### src/rtl/spq_pkg.sv
// types, sizes and codes of the sorted priority queue
// used by the cell, the top level and the checker
package spq_pkg;

	localparam int CAPACITY      = 8;
	localparam int ID_BITS       = 16;
	localparam int PRIORITY_BITS = 8;
	localparam int CNT_BITS      = $clog2(CAPACITY + 1);
	localparam int OCC_BITS      = 4;
	localparam int IN_DATA_BITS  = ((ID_BITS + PRIORITY_BITS + 7) / 8) * 8;
	localparam int OUT_DATA_BITS = ((ID_BITS + PRIORITY_BITS + OCC_BITS + 7) / 8) * 8;

	typedef enum logic {
		MODE_INSERT = 1'b0,
		MODE_SERVE  = 1'b1
	} mode_t;

	typedef enum logic [1:0] {
		ST_DONE     = 2'd0,
		ST_OVERFLOW = 2'd1,
		ST_EMPTY    = 2'd2
	} status_t;

	// command broadcast to every cell of the row
	typedef struct packed {
		logic                     insert;
		logic                     serve;
		logic [ID_BITS-1:0]       id;
		logic [PRIORITY_BITS-1:0] prio;
	} cell_cmd_t;

	// position of one cell relative to the fill level
	typedef struct packed {
		logic occupied;
		logic tail;
	} cell_pos_t;

endpackage

### src/rtl/spq_cell.sv
// one slot of the sorted row: holds an id and a priority
// depends on spq_pkg; shifts toward the tail on insert, toward the head on serve
module spq_cell
	import spq_pkg::*;
(
	input  logic                     clk,
	input  cell_cmd_t                cmd,
	input  cell_pos_t                pos,
	// neighbor toward the head
	input  logic                     prev_lower,
	input  logic [ID_BITS-1:0]       prev_id,
	input  logic [PRIORITY_BITS-1:0] prev_prio,
	// neighbor toward the tail
	input  logic [ID_BITS-1:0]       next_id,
	input  logic [PRIORITY_BITS-1:0] next_prio,
	output logic                     lower,
	output logic [ID_BITS-1:0]       id,
	output logic [PRIORITY_BITS-1:0] prio
);

	logic [ID_BITS-1:0]       id_q;
	logic [PRIORITY_BITS-1:0] prio_q;

	// stored entry ranks below the new one, so it moves back
	assign lower = pos.occupied && (prio_q < cmd.prio);
	assign id    = id_q;
	assign prio  = prio_q;

	// slot update: shift in from head side, take new entry, or shift from tail side
	always_ff @(posedge clk) begin
		if (cmd.insert) begin
			if (prev_lower) begin
				id_q   <= prev_id;
				prio_q <= prev_prio;
			end else if (lower || pos.tail) begin
				id_q   <= cmd.id;
				prio_q <= cmd.prio;
			end
		end else if (cmd.serve) begin
			id_q   <= next_id;
			prio_q <= next_prio;
		end
	end

endmodule

### src/rtl/sorted_priority_queue.sv
// Sorted priority queue: a row of CAPACITY slots kept in descending priority,
// equal priorities first in, first out. One transaction (insert or serve) is
// taken per clock while the output register is free or draining; its result
// is loaded into the output register in the cycle after it is taken, and a
// new one is taken in the same cycle the previous result is taken. Every slot
// compares with the new entry in parallel and the row shifts by one slot at
// once. Reset clears only the count and valid flag; the queue is usable at once.
// depends on spq_pkg and spq_cell
module sorted_priority_queue
	import spq_pkg::*;
(
	input  logic                     clk,
	input  logic                     arst_n,
	input  logic                     s_tvalid,
	output logic                     s_tready,
	// [15:0] item_id, [23:16] priority_req
	input  logic [IN_DATA_BITS-1:0]  s_tdata,
	// [0] mode
	input  logic                     s_tuser,
	output logic                     m_tvalid,
	input  logic                     m_tready,
	// [15:0] served_id, [23:16] served_priority, [27:24] occupancy
	output logic [OUT_DATA_BITS-1:0] m_tdata,
	// [1:0] status
	output logic [1:0]               m_tuser
);

	logic [CNT_BITS-1:0]      count_q;
	logic [CNT_BITS-1:0]      count_nxt;
	logic [CNT_BITS+OCC_BITS-1:0] count_ext;
	logic                     m_valid_q;
	status_t                  status_q;
	logic [ID_BITS-1:0]       sid_q;
	logic [PRIORITY_BITS-1:0] sprio_q;
	logic [OCC_BITS-1:0]      occ_q;

	logic      accept;
	mode_t     mode;
	logic      full;
	logic      empty;
	cell_cmd_t cmd;
	status_t   status_nxt;

	logic [CAPACITY-1:0]      lower;
	logic [ID_BITS-1:0]       ids   [CAPACITY];
	logic [PRIORITY_BITS-1:0] prios [CAPACITY];

	// input side accepts whenever the output register is free or draining
	assign s_tready = !m_valid_q || m_tready;
	assign accept   = s_tvalid && s_tready;
	assign mode     = mode_t'(s_tuser);
	assign full     = (count_q == CNT_BITS'(CAPACITY));
	assign empty    = (count_q == '0);

	// command for the row
	assign cmd.insert = accept && (mode == MODE_INSERT) && !full;
	assign cmd.serve  = accept && (mode == MODE_SERVE) && !empty;
	assign cmd.id     = s_tdata[ID_BITS-1:0];
	assign cmd.prio   = s_tdata[ID_BITS+PRIORITY_BITS-1:ID_BITS];

	// row of cells
	for (genvar k = 0; k < CAPACITY; k++) begin : g_cell
		cell_pos_t pos;
		assign pos.occupied = (CNT_BITS'(k) < count_q);
		assign pos.tail     = (CNT_BITS'(k) == count_q);

		if (k == 0) begin : g_head
			if (CAPACITY > 1) begin : g_more
				spq_cell u_cell (
					.clk        (clk),
					.cmd        (cmd),
					.pos        (pos),
					.prev_lower (1'b0),
					.prev_id    ('0),
					.prev_prio  ('0),
					.next_id    (ids[k+1]),
					.next_prio  (prios[k+1]),
					.lower      (lower[k]),
					.id         (ids[k]),
					.prio       (prios[k])
				);
			end else begin : g_single
				spq_cell u_cell (
					.clk        (clk),
					.cmd        (cmd),
					.pos        (pos),
					.prev_lower (1'b0),
					.prev_id    ('0),
					.prev_prio  ('0),
					.next_id    ('0),
					.next_prio  ('0),
					.lower      (lower[k]),
					.id         (ids[k]),
					.prio       (prios[k])
				);
			end
		end else if (k == CAPACITY - 1) begin : g_tail
			spq_cell u_cell (
				.clk        (clk),
				.cmd        (cmd),
				.pos        (pos),
				.prev_lower (lower[k-1]),
				.prev_id    (ids[k-1]),
				.prev_prio  (prios[k-1]),
				.next_id    ('0),
				.next_prio  ('0),
				.lower      (lower[k]),
				.id         (ids[k]),
				.prio       (prios[k])
			);
		end else begin : g_mid
			spq_cell u_cell (
				.clk        (clk),
				.cmd        (cmd),
				.pos        (pos),
				.prev_lower (lower[k-1]),
				.prev_id    (ids[k-1]),
				.prev_prio  (prios[k-1]),
				.next_id    (ids[k+1]),
				.next_prio  (prios[k+1]),
				.lower      (lower[k]),
				.id         (ids[k]),
				.prio       (prios[k])
			);
		end
	end

	// fill level and status of this transaction
	always_comb begin
		count_nxt = count_q;
		if (cmd.insert) begin
			count_nxt = count_q + CNT_BITS'(1);
		end else if (cmd.serve) begin
			count_nxt = count_q - CNT_BITS'(1);
		end
		case (mode)
			MODE_INSERT: status_nxt = full ? ST_OVERFLOW : ST_DONE;
			MODE_SERVE:  status_nxt = empty ? ST_EMPTY : ST_DONE;
			default:     status_nxt = ST_DONE;
		endcase
	end

	assign count_ext = {{OCC_BITS{1'b0}}, count_nxt};

	// control registers
	always_ff @(posedge clk or negedge arst_n) begin
		if (!arst_n) begin
			count_q   <= '0;
			m_valid_q <= 1'b0;
		end else begin
			count_q <= count_nxt;
			if (accept) begin
				m_valid_q <= 1'b1;
			end else if (m_tready) begin
				m_valid_q <= 1'b0;
			end
		end
	end

	// result register
	always_ff @(posedge clk) begin
		if (accept) begin
			status_q <= status_nxt;
			sid_q    <= cmd.serve ? ids[0] : '0;
			sprio_q  <= cmd.serve ? prios[0] : '0;
			occ_q    <= count_ext[OCC_BITS-1:0];
		end
	end

	assign m_tvalid = m_valid_q;
	assign m_tuser  = status_q;
	assign m_tdata  = {{(OUT_DATA_BITS-ID_BITS-PRIORITY_BITS-OCC_BITS){1'b0}},
		occ_q, sprio_q, sid_q};

endmodule

### config.mk
export PLATFORM = sky130hd
export DESIGN_NAME = sorted_priority_queue
export DESIGN_NICKNAME = d
export VERILOG_FILES = /design/src/rtl/spq_pkg.sv /design/src/rtl/spq_cell.sv /design/src/rtl/sorted_priority_queue.sv
export SDC_FILE = /design/constraint.sdc
export NUM_CORES = 1
export LEC_CHECK = 0
export ABC_CLOCK_PERIOD_IN_PS = 3000
export BUFFER_PORTS_ARGS = -buffer_cell sky130_fd_sc_hd__buf_2
export CAP_MARGIN = 20
export CORE_MARGIN = 1
export CORE_UTILIZATION = 45
export CTS_CLUSTER_DIAMETER = 60
export DETAILED_ROUTE_END_ITERATION = 10
export GPL_ROUTABILITY_DRIVEN = 0
export HOLD_SLACK_MARGIN = 0.02
export PLACE_DENSITY = 0.76
export SLEW_MARGIN = 20
export SYNTH_ARGS = -nofsm -noshare
export SYNTH_HDL_FRONTEND = slang
export SYNTH_HIERARCHICAL = 1
export SYNTH_SLANG_ARGS = --single-unit
export TNS_END_PERCENT = 5
### constraint.sdc
create_clock -name clk -period 3 [get_ports clk]
set_input_delay 0.3 -clock clk [delete_from_list [all_inputs] [get_ports clk]]
set_output_delay 0.3 -clock clk [all_outputs]
set_load 0.05 [all_outputs]
==> results list, run 1 <==
- The flow ran to the end, and the final reports show no timing, DRC or antenna violations.
- Routed wire length per instance: 15.9 µm
- Sort of element at the end of the critical path: flip-flop
- Maximum VDD drop: between 0.0004 and 0.0005 V
- Buffers placed on the I/O ports in this run total 60.
- Max Cap Viol: 0
- Mean post-synth cell area: about 11 µm²
- Cell type group with the largest total delay on the critical path: buffers and inverters
- Cell-internal power: approximately 0.0073 W
- TritonCTS created 24 clock buffers.
- Fraction of power consumed by the clock network: approximately a quarter
- Timing would allow up to 372 MHz.
- Post-layout utilization of the core: between 50 and 60%
- Cell with the largest stage delay on the worst path: dfrtp_1
- During synthesis, Yosys emitted a total of 6 warnings.
- The clock drives roughly 230 sinks.
- The worst setup path is of the flip-flop to flip-flop kind.
- Total half-perimeter wirelength after legalization and detailed placement: around 19000 µm
- Die H: ~170 µm
- The via count of the first global-routing pass is 8496.
* Async set or reset register ratio after synthesis: 2.20%
- In this run the power density over the cells is 729 nW/µm².
* Critical Path Max Stage Delay: around 500 ps
* Number of antenna-violating nets in the routed design: 0
* Leading cell type in the layout, fill and taps excluded: edfxtp_1
- Fin nets: approximately 1400
- Largest net degree at the start of global routing: 180
- Total routed wirelength: about 27000 µm
* Cells traversed along the worst timing path: inv_2 > ha_1 > nand2_1 > nor2_2 > nor3_2 > buf_12 > buf_12 > a21oi_1
- DRC viols: 0
- DIE WIDTH: ~170 µm
* Core area: about 29000 µm²
- Among all flip-flop cells after synthesis, the most frequent one is edfxtp_1.
* Number of instances in the synthesized netlist: 1177
- Final setup violation count: 0
* Clock tree from TritonCTS: done
* Depth of the CTS H-tree: 1
- The first TritonRoute pass finished after 5 iterations.
* Setup TNS: 0 ps
- Sequential share of power: about two fifths
- Data arrives at the worst endpoint at 2920 ps.
* Vias post-DR: approximately 9000
- Relative to the synthesized area, the layout overhead comes to 12.4%.
- Commonest cells after routing, fill and taps aside: edfxtp_1, nor2_1, a21oi_1
- Of the synthesized area, sequential elements account for 51.8%.
- For the worst setup path, the data required time is 3230 ps.
- Unrepaired setup endpoints after global routing: no
* Fraction of power spent switching nets: between 30 and 40%
* Clock Tree Root: clkbuf_16
* Effective utilization at floorplan: roughly 46%
- The synthesized netlist occupies a cell area of between 10000 and 15000 µm².
* Post-synth cell types: 48
* Worst relative slew slack: approximately 52%
- Row count: 62
- In this design, the critical path's most frequently occurring cell is buf_12.
- Via density per instance: around 5.3
- Counting I/O delays and the setup requirement, the final critical path takes approximately 2700 ps.
- Together, buffers and inverters on the worst path number 3.
- Total GRT Usage: between 10% and 20%
- At the pin with the least slew margin, the transition time is just over 700 ps.
- Final critical-path share of the clock period: 89.6%
- Part of the power in combinational logic: 32.1%
- Clock input transition at the sequential cells of the worst setup and hold paths: 60 ps
- Placed Cells: 1623
- After synthesis the netlist holds a flip-flop and latch count of between 200 and 250.
- Fraction of layout instances using a drive strength above 1: a little under an eighth
- Counting along the longest clock path gives a buffer depth of 3.
- Clk Latency, worst-skew pair: roughly 520 ps
- Maximum fanout count along the critical path: ~180
- The number of pins with negative max-slew slack in the final report is 0.
- After clock tree synthesis, the setup repair step added 0 buffers.
- Number of antenna violations at the first check in global routing: 1
- STA classifies the critical path startpoint as a flip-flop.
- Overflow left after global routing: 0
* Count of instances resized after the clock tree is built: 0
- Leakage power of the design: approximately 6.1 nW
- Global-route wire length before repair: between 40000 and 50000 µm
- The clock arrives with roughly 15 ps of skew.
- Post-Layout Cell Count: roughly 1700
- For this design the total switching power over the nets is between 0.003 and 0.004 W.
- 65 I/O pins were placed.
- The first routing iteration left approximately 640 violations.
* Worst Hold Class: input pin to flip-flop
- The count of final hold-check violations was 0.
* Total die area: 29800 µm²
* Number of synthesized flops with an enable pin: about 220
- Hold Buf Count CTS: 1
-- Yosys cell counts (all sizes together) (3+ instances only) --
cell / number / area, µm²
a211oi: 8 / 60.1
a21oi: 193 / 966
and2: 29 / 229
and4b: 8 / 80.1
buf: 41 / 357
clkbuf: 40 / 160
dfrtp: 5 / 125
edfxtp: 222 / 6670
ha: 61 / 763
inv: 62 / 233
mux2i: 192 / 1920
nand2: 21 / 88.8
nand2b: 5 / 38.8
nand3: 8 / 40.0
nor2: 205 / 774
nor2b: 3 / 18.8
nor3: 4 / 20.0
nor3b: 8 / 60.1
nor4b: 3 / 32.5
o2111ai: 8 / 70.1
o211ai: 8 / 60.1
o21a: 16 / 120
o21ai: 4 / 20.0
o22a: 8 / 70.1
-- flip-flops by register name, summed over array words and instances, names as in the netlist --
| name | cells |
|---|---|
| m_tuser | 2 |
| g_cell.g_mid.u_cell/id | 96 |
| count_q | 4 |
| g_cell.g_tail.u_cell/prio | 8 |
| g_cell.g_tail.u_cell/id | 16 |
| sid_q | 16 |
| sprio_q | 8 |
| occ_q | 4 |
| g_cell.g_head.g_more.u_cell/id | 16 |
| g_cell.g_mid.u_cell/prio | 48 |
| g_cell.g_head.g_more.u_cell/prio | 8 |
| m_tvalid | 1 |
-- layer usage --
layer	GRT usage, %	wire length [µm]
met5	0	0
met3	1.91	1220
met4	4.69	422
met1	25.0	12700
met2	28.7	12300
-- final timing paths --
check	startpoint	slack, ps	end	depth (start not counted)
worst max-delay path	count_q[0]	310	g_cell[2].g_mid.u_cell/id[8]	8
worst min-delay path	s_tvalid	70	m_tvalid	2
worst max register to register	count_q[0]	310	g_cell[2].g_mid.u_cell/id[8]	8
worst min register to register	g_cell[0].g_head.g_more.u_cell/id[2]	560	sid_q[2]	1
max in group asynchronous	arst_n	2700	count_q[0]	2
min in group asynchronous	arst_n	140	m_tvalid	2
-- power groups by stage --
stage          combinational [W]  sequential [W]  clock, W
6_report                 0.00344         0.00448   0.00282
5_1_grt                  0.00376         0.00453   0.00299
4_1_cts                  0.00344         0.00447   0.00288
3_5_place_dp             0.00342         0.00453         0
3_3_place_gp             0.00334         0.00450         0
2_1_floorplan            0.00267         0.00453         0
-- layout make-up --
type                            instances  area, µm²
Antenna cell                            1       2.50
Clock buffer                           34        668
Clock inverter                         10       81.3
Fill cell                            2512      14000
Inverter                               62        233
Multi-Input combinational cell        859       5760
Sequential cell                       227       6790
Tap cell                              384        480
Timing Repair Buffer                   92        706
-- kinds of logic after synthesis --
| group | synth area share, % |
|---|---|
| AOI/OAI and AO/OA | 10.9 |
| xor gates and xnor gates | 0.134 |
| adders and majority gates | 5.83 |
| buffers and inverters | 5.72 |
| DFF | 51.8 |
| muxes | 14.7 |
| other | 0.0286 |
| and+or+nand+nor | 10.8 |
-- through the flow --
step / area [µm²] / worst slack (ps) / hold WS [ps] / power, W
finish: 14700 / 313 / 71.4 / 0.0107
global route: 14700 / 123 / 75.2 / 0.0113
CTS: 14700 / 372 / 53.6 / 0.0108
detailed placement: 14000 / 244 / 132 / 0.00796
global placement: 14000 / 386 / 122 / 0.00784
floorplan: 13300 / 85.8 / 4.41 / 0.00720
No activity file was read; power rests on OpenSTA's default activity.
==> run 2, diff against run 1 <==
--- a/config.mk
+++ b/config.mk
@@ -15,6 +15,7 @@
 export GPL_ROUTABILITY_DRIVEN = 0
 export HOLD_SLACK_MARGIN = 0.02
 export PLACE_DENSITY = 0.76
+export RECOVER_POWER = 100
 export SLEW_MARGIN = 20
 export SYNTH_ARGS = -nofsm -noshare
 export SYNTH_HDL_FRONTEND = slang
==> results list, run 2 (same netlist as run 1, synthesis figures left out) <==
* Run status: finished, final reports clean
- Number of antenna-violating nets in the routed design: 0 (unchanged)
- Leading cell type in the layout, fill and taps excluded: edfxtp_1
- Commonest cells after routing, fill and taps aside: edfxtp_1, nor2_1, a21oi_1
- Stages on the worst setup path: 9 (+1)
* Maximum fanout count along the critical path: 50 (-72%)
- The data required time at the worst endpoint came to 3180 ps (-50 ps).
- Worst flop-to-flop path endpoint: g_cell[5].g_mid.u_cell/id[13]
- The fraction of final layout cells with drive strength greater than 1 is 7.94% (-4.0 points).
- The sum of negative setup slack came to 0 ps (unchanged).
- Bufs and invs on worst path: 4 (+1)
- The CTS H-tree depth was 1 (unchanged).
* Critical path capture point: g_cell[5].g_mid.u_cell/id[13]
* Worst relative slew slack: 43.0% (-9.3 points)
- Final critical-path share of the clock period: 92.9% (+3.4 points)
* Initial DRC Count: 712 (+11%)
* Number of buffers inserted by port buffering: 60 (unchanged)
- The routed via count divided by cell count came to 5.29 (about the same).
* Transition time of the tightest slew-check pin: 856 ps (+139 ps)
- The setup slack on the worst flop-to-flop path is 210 ps (-100 ps).
* Die H: 173 µm (unchanged)
- Total routed wirelength: 26600 µm (about the same)
- The post-detailed-placement half-perimeter wirelength came to 19000 µm (unchanged).
- Effective utilization at floorplan: 45.6% (unchanged)
- The worst reg-to-reg path cell count is 9 (+1).
- Min cycle time layout: 2790 ps (+101 ps)
- PwrDens: 732 nW/µm² (+0.33%)
- Fin nets: 1356 (unchanged)
- The initial antenna violation count was 1 (unchanged).
- The source-to-sink clock delay at the later pin of the worst-skew pair is 520 ps (about the same).
- Critical path type: flip-flop to flip-flop
- Post-Place Worst Slack: 244 ps (unchanged)
- Walking the worst path, the cells encountered are inv_1 > ha_1 > nand2_1 > nor2_1 > nor3_2 > buf_12 > buf_12 > o22a_1 > clkbuf_4.
* Routed wire length per instance: 15.9 µm (about the same)
- Clock sink count: 227 (unchanged)
- The arrival time at the worst endpoint was 2970 ps (+50 ps).
- Final setup violation count: 0 (unchanged)
- The count of max-cap constraint violations came to 0 (unchanged).
- Area added between synthesis and finish: 11.2%
* Critical Path Max Stage Delay: 500 ps (about the same)
* Worst Hold Class: input pin to flip-flop
- Number of max-slew violations in the final report: 0 (unchanged)
- The peak ir drop on the vdd network came to 0.000406 V (about the same).
- The final critical-path setup slack is 212 ps (-101 ps).
* Cell with the largest stage delay on the worst path: dfrtp_1
- The worst register-to-register path begins at count_q[0].
* Post-CTS Setup Repair Bufs: 0 (unchanged)
- The number of cells after detailed placement came to 1623 (unchanged).
* Unrepaired setup endpoints after global routing: no
- The buffer levels on the longest clock path is 3 (unchanged).
* Cell type group with the largest total delay on the critical path: buffers and inverters
- The post-CTS clock slew at the launch and capture registers of the worst setup and hold paths is 60 ps (about the same).
- Clock Tree Root: clkbuf_16
- The number of flip-flops under the largest register name was 96 (unchanged).
- The count of final hold-check violations came to 0 (unchanged).
- Boundary pin count: 65 (unchanged)
- The overall global routing resource usage came to 17.6% (unchanged).
- Global-route wire length before repair: 43800 µm (unchanged)
* Timing startpoint of the critical path: count_q[0]
* Row count: 62 (unchanged)
- Clock tree from TritonCTS: done
* Crit-path most repeated cell: buf_12
* Core area: 28700 µm² (unchanged)
- TritonCTS Buffers: 24 (unchanged)
- Leakage power of the design: 5.89 nW (-2.6%)
- Maximum clock frequency: 359 MHz (-3.6%)
- The largest net degree at the start of global routing is 180 (unchanged).
* Sort of element at the end of the critical path: flip-flop
- Total die area: 29800 µm² (unchanged)
- Via count of the first global-routing pass: 8496 (unchanged)
- Worst clock skew on the final layout: 13.6 ps (-1.12 ps)
- Overflow left after global routing: 0 (unchanged)
- The worst setup path is launched from a flip-flop.
- The total vias in the final route came to 8833 (+0.068%).
- The number of remaining DRC errors was 0 (unchanged).
- DIE WIDTH: 173 µm (unchanged)
- The fill cell instance count of the final layout came to 2557 (+1.8%).
- The first-pass detailed-route iteration total is 5 (unchanged).
- The final non-filler cell total came to 1669 (unchanged).
-- run 2: worst reg2reg max path, stage by stage (launching register included) --
cell and delay [ps]:
dfrtp_1 500, inv_1 130, ha_1 340, nand2_1 160, nor2_1 90, nor3_2 220, buf_12 200, buf_12 230
o22a_1 200, clkbuf_4 350
-- run 2: layout make-up --
type                       count  area (µm²)  share of cell area (%)
sequential                   227        6790                    46.6
multi-input combinational    859        5700                    39.1
clock buffer                  34         668                    4.59
timing repair buffer          92         611                    4.19
tap                          384         480                    3.30
inverter                      62         233                    1.60
clock inverter                10        81.3                   0.558
antenna                        1        2.50                  0.0172
-- run 2: metal layers --
metal / GRT usage, % / part of all wire, %
met4: 4.69 / 1.4
met3: 1.91 / 5.0
met1: 25.0 / 47
met2: 28.7 / 46
met5: 0 / 0
-- run 2: worst min-delay path by stage --
| stage | from | end | slack (ps) | cells after the start |
|---|---|---|---|---|
| 6_report | s_tvalid | m_tvalid | 40 | 2 |
| 5_1_grt | s_tvalid | m_tvalid | 50 | 2 |
| 4_1_cts | s_tvalid | m_tvalid | 50 | 2 |
| 3_5_place_dp | arst_n | count_q[0] | 130 | 1 |
| 3_3_place_gp | arst_n | count_q[3] | 120 | 1 |
| 2_1_floorplan | arst_n | count_q[0] | 4 | 0 |
-- run 2: stage by stage --
step / hold WS (ps) / utilization [%] / cell area, µm² / power [W]
final: 40.8 / 50.7 / 14600 / 0.0107
after global routing: 45.8 / 50.7 / 14600 / 0.0112
after CTS: 53.6 / 51.3 / 14700 / 0.0108
after detailed placement: 132 / 48.6 / 14000 / 0.00796
after global placement: 122 / 48.6 / 14000 / 0.00784
after floorplan: 4.41 / - / 13300 / 0.00720
-- run 2: power by group --
part,leakage [nW],switching (W),internal [W]
sequential,2.15,0.000331,0.00414
combinational,3.38,0.00195,0.00141
clock,0.369,0.00119,0.00163
total,5.89,0.00347,0.00719
-- run 2: repair_timing --
action,4_1_cts,5_1_grt
resized for setup,0,0
hold buffers,1,0
endpoints found under the hold margin,5,0
